[src/vtge_pkg.sv]
// Shared constants, types and helper functions for the vector tile geometry encoder.
`default_nettype none

package vtge_pkg;

	localparam int COORD_WIDTH    = 24;
	localparam int COORD_IN_WIDTH = 24;
	localparam int LEN_WIDTH      = 16;
	localparam int WORD_WIDTH     = 32;
	localparam int KIND_WIDTH     = 2;
	localparam int MAX_WORDS      = 3;
	localparam int IN_DATA_WIDTH  = 80;
	localparam int IN_USER_WIDTH  = 2;
	localparam int OUT_USER_WIDTH = 2;

	typedef logic [COORD_WIDTH-1:0] coord_t;
	typedef logic [WORD_WIDTH-1:0]  word_t;
	typedef logic [LEN_WIDTH-1:0]   len_t;
	typedef logic [1:0]             word_cnt_t;

	typedef enum logic [2:0] {
		CMD_MOVETO    = 3'd1,
		CMD_LINETO    = 3'd2,
		CMD_CLOSEPATH = 3'd7
	} cmd_id_t;

	typedef enum logic [KIND_WIDTH-1:0] {
		KIND_POINT   = 2'd0,
		KIND_LINE    = 2'd1,
		KIND_POLYGON = 2'd2,
		KIND_SPARE   = 2'd3
	} geom_kind_t;

	localparam len_t LEN_MAX       = {LEN_WIDTH{1'b1}};
	localparam len_t MIN_LINE_LEN  = len_t'(2);
	localparam len_t MIN_POLY_LEN  = len_t'(4);

	// Takes the low COORD_WIDTH bits of an input coordinate, sign-extending the
	// input when the internal width is larger than the port.
	function automatic coord_t to_coord(input logic [COORD_IN_WIDTH-1:0] v);
		coord_t r;
		for (int i = 0; i < COORD_WIDTH; i++) begin
			r[i] = (i < COORD_IN_WIDTH) ? v[i] : v[COORD_IN_WIDTH-1];
		end
		return r;
	endfunction

	function automatic word_t make_cmd(input cmd_id_t id, input len_t count);
		return {{(WORD_WIDTH-LEN_WIDTH-3){1'b0}}, count, id};
	endfunction

	// Zigzag code of cur - prev, taken over 32 bits.
	function automatic word_t zigzag_delta(input coord_t cur, input coord_t prev);
		logic signed [COORD_WIDTH:0] d;
		word_t dw;
		d  = $signed({cur[COORD_WIDTH-1], cur}) - $signed({prev[COORD_WIDTH-1], prev});
		dw = {{(WORD_WIDTH-COORD_WIDTH-1){d[COORD_WIDTH]}}, d};
		return {dw[WORD_WIDTH-2:0], 1'b0} ^ {WORD_WIDTH{dw[WORD_WIDTH-1]}};
	endfunction

endpackage

`default_nettype wire

[src/vector_tile_geometry_encoder.sv]
// Top level: point framing, command generation and word serializer of the tile encoder.
// The first word of an item is offered from the serializer register, which it enters from the input register.
// Words leave at one word per cycle while m_tready is high; an item gives zero to three words,
// and an item that yields no word still passes through the input register.
// The serializer register holds the words of one item while the next item waits in the
// input register. Asynchronous active-low reset clears the handshake state, the kind
// register, the previous point and the ring index.
`default_nettype none

module vector_tile_geometry_encoder (
	input  wire logic                                clk,
	input  wire logic                                arst_n,
	// Configuration write channel: geometry_kind.
	input  wire logic                                cfg_valid,
	output logic                                     cfg_ready,
	input  wire logic [vtge_pkg::KIND_WIDTH-1:0]     cfg_data,
	// Point input.
	input  wire logic                                s_tvalid,
	output logic                                     s_tready,
	// coord_x [23:0], coord_y [47:24], ring_length [63:48], feature_point_total [79:64]
	input  wire logic [vtge_pkg::IN_DATA_WIDTH-1:0]  s_tdata,
	// feature_start [0], ring_start [1]
	input  wire logic [vtge_pkg::IN_USER_WIDTH-1:0]  s_tuser,
	// feature_end
	input  wire logic                                s_tlast,
	// Geometry word output.
	output logic                                     m_tvalid,
	input  wire logic                                m_tready,
	// geometry_word [31:0]
	output logic [vtge_pkg::WORD_WIDTH-1:0]          m_tdata,
	// word_valid [0], last_of_item [1]
	output logic [vtge_pkg::OUT_USER_WIDTH-1:0]      m_tuser,
	// end_of_feature
	output logic                                     m_tlast
);
	import vtge_pkg::*;

	// Input register.
	logic                           valid_s1;
	logic [COORD_IN_WIDTH-1:0]      x_s1, y_s1;
	len_t                           rlen_s1, total_s1;
	logic                           fstart_s1, rstart_s1, fend_s1;

	// Serializer register.
	word_t                          words_s2 [MAX_WORDS];
	word_cnt_t                      cnt_s2;
	logic                           bare_s2, fend_s2;

	// Encoder state.
	geom_kind_t                     kind_q;
	coord_t                         prev_x_q, prev_y_q;
	len_t                           pir_q;

	logic                           s2_free, advance;

	// Combinational encode of the item in the input register.
	coord_t                         cur_x, cur_y, base_x, base_y;
	logic                           poly, ringed, has_cmd, emit_point;
	len_t                           j, drawn, min_len, j_next;
	word_t                          cmd_word, dx_word, dy_word;
	word_t                          nxt_words [MAX_WORDS];
	word_cnt_t                      nxt_cnt;
	logic                           nxt_bare;

	assign cfg_ready = 1'b1;

	assign s2_free  = (cnt_s2 == word_cnt_t'(0)) || ((cnt_s2 == word_cnt_t'(1)) && m_tready);
	assign advance  = valid_s1 && s2_free;
	assign s_tready = !valid_s1 || advance;

	always_comb begin
		cur_x   = to_coord(x_s1);
		cur_y   = to_coord(y_s1);
		base_x  = fstart_s1 ? '0 : prev_x_q;
		base_y  = fstart_s1 ? '0 : prev_y_q;
		poly    = kind_q[1];
		ringed  = (kind_q != KIND_POINT);
		j       = (fstart_s1 || rstart_s1) ? '0 : pir_q;
		min_len = poly ? MIN_POLY_LEN : MIN_LINE_LEN;
		drawn   = poly ? rlen_s1 - len_t'(1) : rlen_s1;
		j_next  = (j != LEN_MAX) ? j + len_t'(1) : LEN_MAX;

		has_cmd    = 1'b0;
		emit_point = 1'b0;
		cmd_word   = make_cmd(CMD_MOVETO, total_s1);
		if (!ringed) begin
			has_cmd    = fstart_s1;
			emit_point = 1'b1;
		end else if (rlen_s1 >= min_len) begin
			if (j < drawn) begin
				emit_point = 1'b1;
				if (j == len_t'(0)) begin
					has_cmd  = 1'b1;
					cmd_word = make_cmd(CMD_MOVETO, len_t'(1));
				end else if (j == len_t'(1)) begin
					has_cmd  = 1'b1;
					cmd_word = make_cmd(CMD_LINETO, drawn - len_t'(1));
				end
			end else if (poly && (j == drawn)) begin
				has_cmd  = 1'b1;
				cmd_word = make_cmd(CMD_CLOSEPATH, len_t'(1));
			end
		end

		dx_word = zigzag_delta(cur_x, base_x);
		dy_word = zigzag_delta(cur_y, base_y);

		nxt_bare     = 1'b0;
		nxt_words[0] = '0;
		nxt_words[1] = dy_word;
		nxt_words[2] = dy_word;
		if (has_cmd) begin
			nxt_words[0] = cmd_word;
			nxt_words[1] = dx_word;
			nxt_cnt      = emit_point ? word_cnt_t'(3) : word_cnt_t'(1);
		end else if (emit_point) begin
			nxt_words[0] = dx_word;
			nxt_cnt      = word_cnt_t'(2);
		end else begin
			// A feature end with nothing to draw still sends one marker transaction.
			nxt_bare = fend_s1;
			nxt_cnt  = fend_s1 ? word_cnt_t'(1) : word_cnt_t'(0);
		end
	end

	always_ff @(posedge clk or negedge arst_n) begin
		if (!arst_n) begin
			valid_s1 <= 1'b0;
		end else if (s_tready) begin
			valid_s1 <= s_tvalid;
		end
	end

	always_ff @(posedge clk) begin
		if (s_tvalid && s_tready) begin
			x_s1      <= s_tdata[23:0];
			y_s1      <= s_tdata[47:24];
			rlen_s1   <= s_tdata[63:48];
			total_s1  <= s_tdata[79:64];
			fstart_s1 <= s_tuser[0];
			rstart_s1 <= s_tuser[1];
			fend_s1   <= s_tlast;
		end
	end

	always_ff @(posedge clk or negedge arst_n) begin
		if (!arst_n) begin
			cnt_s2 <= '0;
		end else if (advance) begin
			cnt_s2 <= nxt_cnt;
		end else if (m_tvalid && m_tready) begin
			cnt_s2 <= cnt_s2 - word_cnt_t'(1);
		end
	end

	always_ff @(posedge clk) begin
		if (advance) begin
			words_s2 <= nxt_words;
			bare_s2  <= nxt_bare;
			fend_s2  <= fend_s1;
		end else if (m_tvalid && m_tready) begin
			words_s2[0] <= words_s2[1];
			words_s2[1] <= words_s2[2];
		end
	end

	always_ff @(posedge clk or negedge arst_n) begin
		if (!arst_n) begin
			kind_q   <= KIND_POINT;
			prev_x_q <= '0;
			prev_y_q <= '0;
			pir_q    <= '0;
		end else begin
			if (cfg_valid && cfg_ready) begin
				kind_q <= geom_kind_t'(cfg_data);
			end
			if (advance) begin
				if (emit_point) begin
					prev_x_q <= cur_x;
					prev_y_q <= cur_y;
				end else begin
					prev_x_q <= base_x;
					prev_y_q <= base_y;
				end
				if (ringed) begin
					pir_q <= j_next;
				end
			end
		end
	end

	assign m_tvalid = (cnt_s2 != word_cnt_t'(0));
	assign m_tdata  = words_s2[0];
	assign m_tuser  = {cnt_s2 == word_cnt_t'(1), !bare_s2};
	assign m_tlast  = (cnt_s2 == word_cnt_t'(1)) && fend_s2;

endmodule

`default_nettype wire

[config.mk]
export PLATFORM = sky130hd
export DESIGN_NAME = vector_tile_geometry_encoder
export DESIGN_NICKNAME = d
export VERILOG_FILES = /design/src/vtge_pkg.sv /design/src/vector_tile_geometry_encoder.sv
export SDC_FILE = /design/constraint.sdc
export NUM_CORES = 1
export LEC_CHECK = 0
export ABC_CLOCK_PERIOD_IN_PS = 8900
export BUFFER_PORTS_ARGS = -buffer_cell sky130_fd_sc_hd__buf_2
export CAP_MARGIN = 25
export CELL_PAD_IN_SITES_DETAIL_PLACEMENT = 1
export CELL_PAD_IN_SITES_GLOBAL_PLACEMENT = 2
export CORE_MARGIN = 1.5
export CORE_UTILIZATION = 43
export DETAILED_ROUTE_END_ITERATION = 12
export HOLD_SLACK_MARGIN = 0.15
export PLACE_DENSITY = 0.89
export SETUP_SLACK_MARGIN = 0.5
export SYNTH_ARGS = -nofsm -noshare
export SYNTH_HDL_FRONTEND = slang
export SYNTH_SLANG_ARGS = --single-unit
[constraint.sdc]
create_clock -name clk -period 8.9 [get_ports clk]
set_input_delay 0.89 -clock clk [delete_from_list [all_inputs] [get_ports clk]]
set_output_delay 0.89 -clock clk [all_outputs]
set_load 0.02 [all_outputs]
# ---- Word level (Yosys, flattened, before mapping)
# Index checks and enable logic that the tools add are counted.
dict set report word_totals {
  ff_bits 250
  in_bits 90
  out_inout_bits 38
  word_cells 84
}
dict set report classes {
  n_addsub 6
  order_cmp 2
  n_eq_ne 4
  mux 34
  bitwise 2
  n_reduce_logical 18
}
# op n
set ops {}
lappend ops {{two-way mux 32 bit} 6}
lappend ops {{two-way mux 64 bit} 2}
lappend ops {{two-way mux 24 bit} 4}
lappend ops {{XOR 32 bit} 2}
lappend ops {{two-way mux 19 bit} 3}
lappend ops {{subtractor 24 x 24 -> 25 bit} 2}
lappend ops {{two-way mux 16 bit} 3}
lappend ops {{subtractor 16 x 1 -> 16 bit, second input constant} 2}
lappend ops {{adder 16 x 1 -> 16 bit, second input constant} 1}
lappend ops {{== test 16 x 1 -> 1 bit, second input constant} 1}
lappend ops {{== test 16 bit} 1}
lappend ops {{>= comparator 16 x 3 -> 1 bit} 1}
lappend ops {{zero test 16 bit} 1}
lappend ops {{less-than comparator 16 bit} 1}
lappend ops {{!= test 16 bit, second input constant} 1}
lappend ops {{two-way mux 1 bit} 10}
lappend ops {{two-way mux 2 bit} 5}
lappend ops {{logical AND 1 bit} 6}
lappend ops {{nonzero test 2 bit} 3}
lappend ops {{logical OR 1 bit} 3}
lappend ops {{two-way mux 3 bit} 1}
lappend ops {{== test 2 x 1 -> 1 bit, second input constant} 1}
lappend ops {{zero test 1 bit} 2}
lappend ops {{zero test 2 bit} 1}
lappend ops {{other kinds (3)} 3}

# ---- Longest topological paths before layout
dict set report depth {
  ltp_word 10
  mapped_depth 19
  depth_no_buf 15
}

# ---- Worst setup path after synthesis
# Ideal clock, no wire load.
dict set report synth_timing {
  path_kind {register -> register}
  start {register fstart_s1}
  end {register words_s2[51] (netlist name) (data pin)}
  setup_time_ps 261
  arrival_time_ps 3762
  required_time_ps 8639
  setup_slack_ps 4877
  stages_incl_launch_ff 16
  path_buffers 3
  period_less_slack_ps 4023
  cell_sequence {edfxtp_1 buf_2 inv_1 clkbuf_1 clkbuf_1 nand2_1 fa_1 a211oi_1 o21ai_0 a21oi_1 a2111o_1 a21oi_1 o21ai_1 xor3_1 nor2_1 a221o_1}
}
dict set report synth_via {
  elab_chain_len 10
  elab_cells_between_ends 21
  cone_classes {add/sub (2); order compare (1); eq/ne (2); mux (11); bitwise (2); reduce/logical (3)}
}
# element line
set synth_rtl {}
lappend synth_rtl {{start, declared} vector_tile_geometry_encoder.sv:42} ;# logic fstart_s1, rstart_s1, fend_s1;
lappend synth_rtl {{start signal, assigned} vector_tile_geometry_encoder.sv:140} ;# fstart_s1 <= s_tuser[0];
lappend synth_rtl {{branches (longest 8 deep; another with less-than comparator 16 bit)} n/a}
lappend synth_rtl {{two-way mux 32 bit (*)} vector_tile_geometry_encoder.sv:112} ;# if (has_cmd) begin
lappend synth_rtl {{two-way mux 64 bit (*)} vector_tile_geometry_encoder.sv:157} ;# if (advance) begin
lappend synth_rtl {{end signal, assigned} vector_tile_geometry_encoder.sv:158} ;# words_s2 <= nxt_words;
lappend synth_rtl {{end, declared} vector_tile_geometry_encoder.sv:45} ;# word_t words_s2 [MAX_WORDS];
# Mark *: on every way between the ends.
# A chain may end at the register's enable or synchronous reset.

# ---- Final worst setup path
dict set report layout_timing {
  start {register rlen_s1[0]}
  end {register words_s2, in the netlist m_tdata[4] (data pin)}
}
dict set report layout_via {
  elab_chain_len 10
  elab_cells_between_ends 23
  cone_classes {add/sub (2); order compare (2); eq/ne (1); mux (17); reduce/logical (1)}
}
# element line
set layout_rtl {}
lappend layout_rtl {{start, declared} vector_tile_geometry_encoder.sv:41} ;# len_t rlen_s1, total_s1;
lappend layout_rtl {{start signal, assigned} vector_tile_geometry_encoder.sv:138} ;# rlen_s1 <= s_tdata[63:48];
lappend layout_rtl {{subtractor 16 x 1 -> 16 bit} vector_tile_geometry_encoder.sv:80} ;# drawn = poly ? rlen_s1 - len_t'(1) : rlen_s1;
lappend layout_rtl {{two-way mux 16 bit} vector_tile_geometry_encoder.sv:80}
lappend layout_rtl {{subtractor 16 x 1 -> 16 bit / == test 16 bit (equally long branches)} {vector_tile_geometry_encoder.sv:97, vector_tile_geometry_encoder.sv:99}}
lappend layout_rtl {{two-way mux 19 bit / logical AND 1 bit (equally long branches)} {vector_tile_geometry_encoder.sv:95, vector_tile_geometry_encoder.sv:99}}
lappend layout_rtl {{two-way mux 19 bit, or another cell as far along} vector_tile_geometry_encoder.sv:92} ;# if (j == len_t'(0)) begin
lappend layout_rtl {{two-way mux 32 bit / two-way mux 1 bit (equally long branches)} vector_tile_geometry_encoder.sv:90} ;# if (j < drawn) begin
lappend layout_rtl {{two-way mux 32 bit / two-way mux 1 bit (equally long branches)} vector_tile_geometry_encoder.sv:89} ;# end else if (rlen_s1 >= min_len) begin
lappend layout_rtl {{two-way mux 32 bit / two-way mux 1 bit (equally long branches)} vector_tile_geometry_encoder.sv:86} ;# if (!ringed) begin
lappend layout_rtl {{two-way mux 32 bit (*)} vector_tile_geometry_encoder.sv:112}
lappend layout_rtl {{two-way mux 64 bit (*)} vector_tile_geometry_encoder.sv:157}
# Every way passes the cells marked *; elsewhere a longest branch is shown, timed or not.

==> qor_table.md <==
| Quantity | This run |
|:---|:---|
| CP startpoint | rlen_s1[0]$_DFFE_PP_ |
| Critical-path maximum fanout | 31 |
| Horizontal extent of the die | 182 um |
| Pin count of the biggest net entering global routing | 85 |
| Complex-gate fraction of the synthesized area | 17.7% |
| Worst Clk Skew | 13.5 ps |
| DRC violation count after routing | 0 |
| First-pass GRT wire length | 59,400 um |
| Initial Utilization | 43.7% |
| Status | finished clean |
| 1st-pass router iterations | 5 |
| Area delta synth->final | 11.3% |
| Hold violation count in the final report | 0 |
| Sequential share of power | 33.2% |
| DIE AREA | 0.0332 mm2 |
| Mux cell area share after synthesis | 1.56% |
| Post-cts sizing count | 0 |
| RePlAce Congestion | 0.850 |
| Simple logic cell fraction of the synthesized area | 14.1% |
| Post CTS Setup Buffer Count | 0 |
| Number of slew-limit violations in the final report | 0 |
| Final Routed Wirelength | 36,900 um |
| Average wire per cell in the routed design | 20.6 um |
| Power density cells | 394 mW/mm2 |
| Required time reported for the critical path endpoint | 9170 ps |
| Critical Path Sink Type | flop |
| Remaining Overflow, GRT | 0 |
| Clock network latency to the later pin of the worst-skew pair | 550 ps |
| Seq cells post-synth | 229 |
| Site row count | 65 |
| Max-cap violations | 0 |
| TritonCTS clock tree | done |
| Height of the die | 182 um |
| Transition time at the pin with the least slew margin | 1080 ps |
| Internal power summed over all cells | 3.53 mW |
| Via count of the first global-routing pass | 10.8k |
| Worst ir drop on vdd | 0.200 mV |
| Summed negative setup slack over all endpoints | 0 ps |
| Initial antenna violation count | 0 |
| Count of routing violations after the opening detailed-route iteration | 644 |
| Via count | 10.3k |
| Proportion of total power due to net switching | 41.8% |
| Htree depth | 1 |
| Post-synth top area share | 34.8% |
| Post-synthesis sequential area ratio | 47.2% |
| Main combinational cell family by area after synthesis | compound AO/OA/AOI/OAI gates |
| CTS Buf Count | 26 |
| Leak Pwr | 6.17 nW |
| Average vias per placed instance | 5.76 |
| Count of buffers inserted at the top-level ports | 119 |
| Net switching power | 2.53 mW |
| Largest cells by area after synthesis | sky130_fd_sc_hd__edfxtp_1, sky130_fd_sc_hd__dfrtp_1, sky130_fd_sc_hd__ha_1, sky130_fd_sc_hd__xnor2_1, sky130_fd_sc_hd__nand2_1 |
| Fraction of layout cells with a size suffix above 1 | 14.9% |
| Reg-to-reg critical path startpoint | rlen_s1[0]$_DFFE_PP_ |
| Synthesis warning total | 0 |
| Number of top-level pins | 128 |
| Dominant synthesized flop cell | sky130_fd_sc_hd__edfxtp_1 |
| All-Layer GR Usage | 22.6% |
| Final worst path period share | 63.0% |
| Cell area after synthesis | 0.0138 mm2 |
| ANT nets after route | 0 |
| Core Util, Final | 48.6% |
| Worst Path Arrival | 5880 ps |
| Finish-stage setup viols | 0 |
| Fill count | 3,473 |
| CTS clk-pin slew, worst paths | 60 ps |
| Critical path startpoint category | flop |
| DP Wirelength | 26,800 um |
| Relative slew margins | 26.8% |
| Synth Area in XOR/XNOR | 7.43% |
| CTS Hold Bufs | 0 |
| Library cells used by synthesis | 87 |
| Final critical-path required period | 5610 ps |
| Ant diodes | 0 |
| Synthesized instance count | 1,304 |
| Number of sinks on the clock net | 229 |
| Fraction of power consumed by combinational cells | 49.5% |
| Count of flip-flops with a built-in enable after synthesis | 160 |
| Setup Crit Path Kind | reg -> reg |
| Library cell used as clock root buffer | sky130_fd_sc_hd__clkbuf_16 |
| Fraction of synthesis flops using an asynchronous set or reset pin | 30.1% |
| Maximum clock rate | 178 MHz |
| Average footprint of a synthesized cell | 10.6 um2 |
| # nets final | 1,536 |
| Clk network pwr share | 17.3% |
| Arithmetic-cell share of the synthesized area counting full adders, half adders and majority gates | 6.63% |
| RSZ-0062 raised after global routing | false |
| Placeable Area | 0.0316 mm2 |
| Number of buffers on the longest clock path | 3 |
| Library cell occupying the most area in the post-synthesis netlist | sky130_fd_sc_hd__edfxtp_1 |
| Hold Crit Class | in -> async |
-- worst max-delay path: stages, from the launching register on --
cell                       delay [ps]
sky130_fd_sc_hd__edfxtp_1         510
sky130_fd_sc_hd__inv_1            100
sky130_fd_sc_hd__ha_1             390
sky130_fd_sc_hd__and4bb_2         390
sky130_fd_sc_hd__nand4_1          150
sky130_fd_sc_hd__nor3_1           220
sky130_fd_sc_hd__xnor2_1          240
sky130_fd_sc_hd__ha_1             330
sky130_fd_sc_hd__a31o_2           240
sky130_fd_sc_hd__a221o_1          460
sky130_fd_sc_hd__o311a_1          400
sky130_fd_sc_hd__a221oi_4         730
sky130_fd_sc_hd__buf_4            500
sky130_fd_sc_hd__nand2b_1         470
sky130_fd_sc_hd__o211ai_1         180
-- through the flow --
step	instances	setup slack (ps)	area, um2	hold WS (ps)	total power [mW]
3_5_place_dp	1747	3360	14500	467	5.03
4_1_cts	1795	3300	15400	482	6.12
5_1_grt	1796	2950	15400	335	6.49
2_1_floorplan	1310	4880	13800	426	4.25
3_3_place_gp	1744	3560	14500	468	4.90
6_report	1796	3290	15400	310	6.06
-- registers in the layout (all words and copies together), names as in the netlist, 16 cells and up --
signal / cells
total_s1: 16
words_s2: 50
cur_y: 24
rlen_s1: 16
prev_y_q: 24
prev_x_q: 24
m_tdata: 25
pir_q: 16
cur_x: 24
-- logic make-up after synthesis --
logic type | count (synthesis)
buffers and inverters | 138
other | 2
adder cells (fa/ha/maj) | 72
flip-flops | 229
XOR/XNOR | 109
AND/OR/NAND/NOR | 388
AO/OA/AOI/OAI | 345
multiplexers | 21
-- cell usage after synthesis, types with 16 or more instances --
cell type,number
sky130_fd_sc_hd__o211ai_1,19
sky130_fd_sc_hd__and3_1,18
sky130_fd_sc_hd__nor2_1,56
sky130_fd_sc_hd__dfrtp_1,69
sky130_fd_sc_hd__nand2_1,139
sky130_fd_sc_hd__ha_1,70
sky130_fd_sc_hd__buf_4,38
sky130_fd_sc_hd__mux2i_1,17
sky130_fd_sc_hd__xor2_1,41
sky130_fd_sc_hd__a22o_1,51
sky130_fd_sc_hd__nor2b_1,16
sky130_fd_sc_hd__nor3_1,18
sky130_fd_sc_hd__o21ai_0,41
sky130_fd_sc_hd__xnor2_1,63
sky130_fd_sc_hd__a21o_1,20
sky130_fd_sc_hd__clkbuf_1,33
sky130_fd_sc_hd__o21ai_1,19
sky130_fd_sc_hd__nand3_1,46
sky130_fd_sc_hd__edfxtp_1,160
sky130_fd_sc_hd__and2_1,20
sky130_fd_sc_hd__inv_1,38
sky130_fd_sc_hd__a21oi_1,69
sky130_fd_sc_hd__buf_2,19
-- cell type report --
class | instances | area [um2] | area share [%]
Clock buffer | 37 | 712 | 4.63
Clock inverter | 11 | 121 | 0.789
Inverter | 39 | 146 | 0.952
Multi-Input combinational cell | 943 | 6610 | 43.0
Sequential cell | 229 | 6530 | 42.5
Tap cell | 402 | 503 | 3.27
Timing Repair Buffer | 135 | 758 | 4.93
-- power by group through the flow --
| stage | Combinational (mW) | Sequential (mW) | Clock, mW |
|---|---|---|---|
| floorplan | 2.35 | 1.89 | 0 |
| global placement | 2.88 | 2.02 | 0 |
| detailed placement | 3.00 | 2.03 | 0 |
| CTS | 3.02 | 2.02 | 1.08 |
| global route | 3.32 | 2.06 | 1.11 |
| finish | 3.00 | 2.01 | 1.05 |
-- routing by layer --
layer / global-route usage (%) / vias up / share of wire [%]
met5: 0 / - / 0
met4: 5.26 / 0 / 2.0
met3: 2.37 / 43 / 3.5
met2: 38.8 / 197 / 48
met1: 30.8 / 5160 / 46
li1: - / 4936 / -
-- worst paths after layout --
| kind | cells past startpoint | end | slack (ps) |
|---|---|---|---|
| max | 14 | m_tdata[4]$_DFFE_PP_ | 3290 |
| min | 1 | kind_q[0]$_DFFE_PN0P_ | 310 |
| max reg2reg | 14 | m_tdata[4]$_DFFE_PP_ | 3290 |
| min reg2reg | 0 | fend_s2$_DFFE_PP_ | 500 |
| max in group asynchronous | 2 | prev_y_q[20]$_DFFE_PN0P_ | 8010 |
| min in group clk | 0 | fend_s2$_DFFE_PP_ | 500 |
-- layout by cell type (no fill, tap or decap), types with 14 or more instances in the layout --
| cell type | n |
|---|---|
| sky130_fd_sc_hd__o21ai_0 | 41 |
| sky130_fd_sc_hd__nand3_1 | 46 |
| sky130_fd_sc_hd__nor3_1 | 18 |
| sky130_fd_sc_hd__a22o_1 | 51 |
| sky130_fd_sc_hd__inv_1 | 38 |
| sky130_fd_sc_hd__xnor2_1 | 63 |
| sky130_fd_sc_hd__o211ai_1 | 19 |
| sky130_fd_sc_hd__nand2_1 | 139 |
| sky130_fd_sc_hd__a21oi_1 | 69 |
| sky130_fd_sc_hd__edfxtp_1 | 160 |
| sky130_fd_sc_hd__clkbuf_16 | 26 |
| sky130_fd_sc_hd__nor2b_1 | 16 |
| sky130_fd_sc_hd__a22oi_1 | 14 |
| sky130_fd_sc_hd__nand4_1 | 14 |
| sky130_fd_sc_hd__buf_4 | 15 |
| sky130_fd_sc_hd__and3_1 | 18 |
| sky130_fd_sc_hd__a21o_1 | 20 |
| sky130_fd_sc_hd__and2_1 | 19 |
| sky130_fd_sc_hd__dfrtp_1 | 69 |
| sky130_fd_sc_hd__ha_1 | 70 |
| sky130_fd_sc_hd__buf_2 | 118 |
| sky130_fd_sc_hd__o21ai_1 | 18 |
| sky130_fd_sc_hd__nor2_1 | 55 |
| sky130_fd_sc_hd__xor2_1 | 41 |
| sky130_fd_sc_hd__mux2i_1 | 17 |
Power figures use the tool's default switching activity.
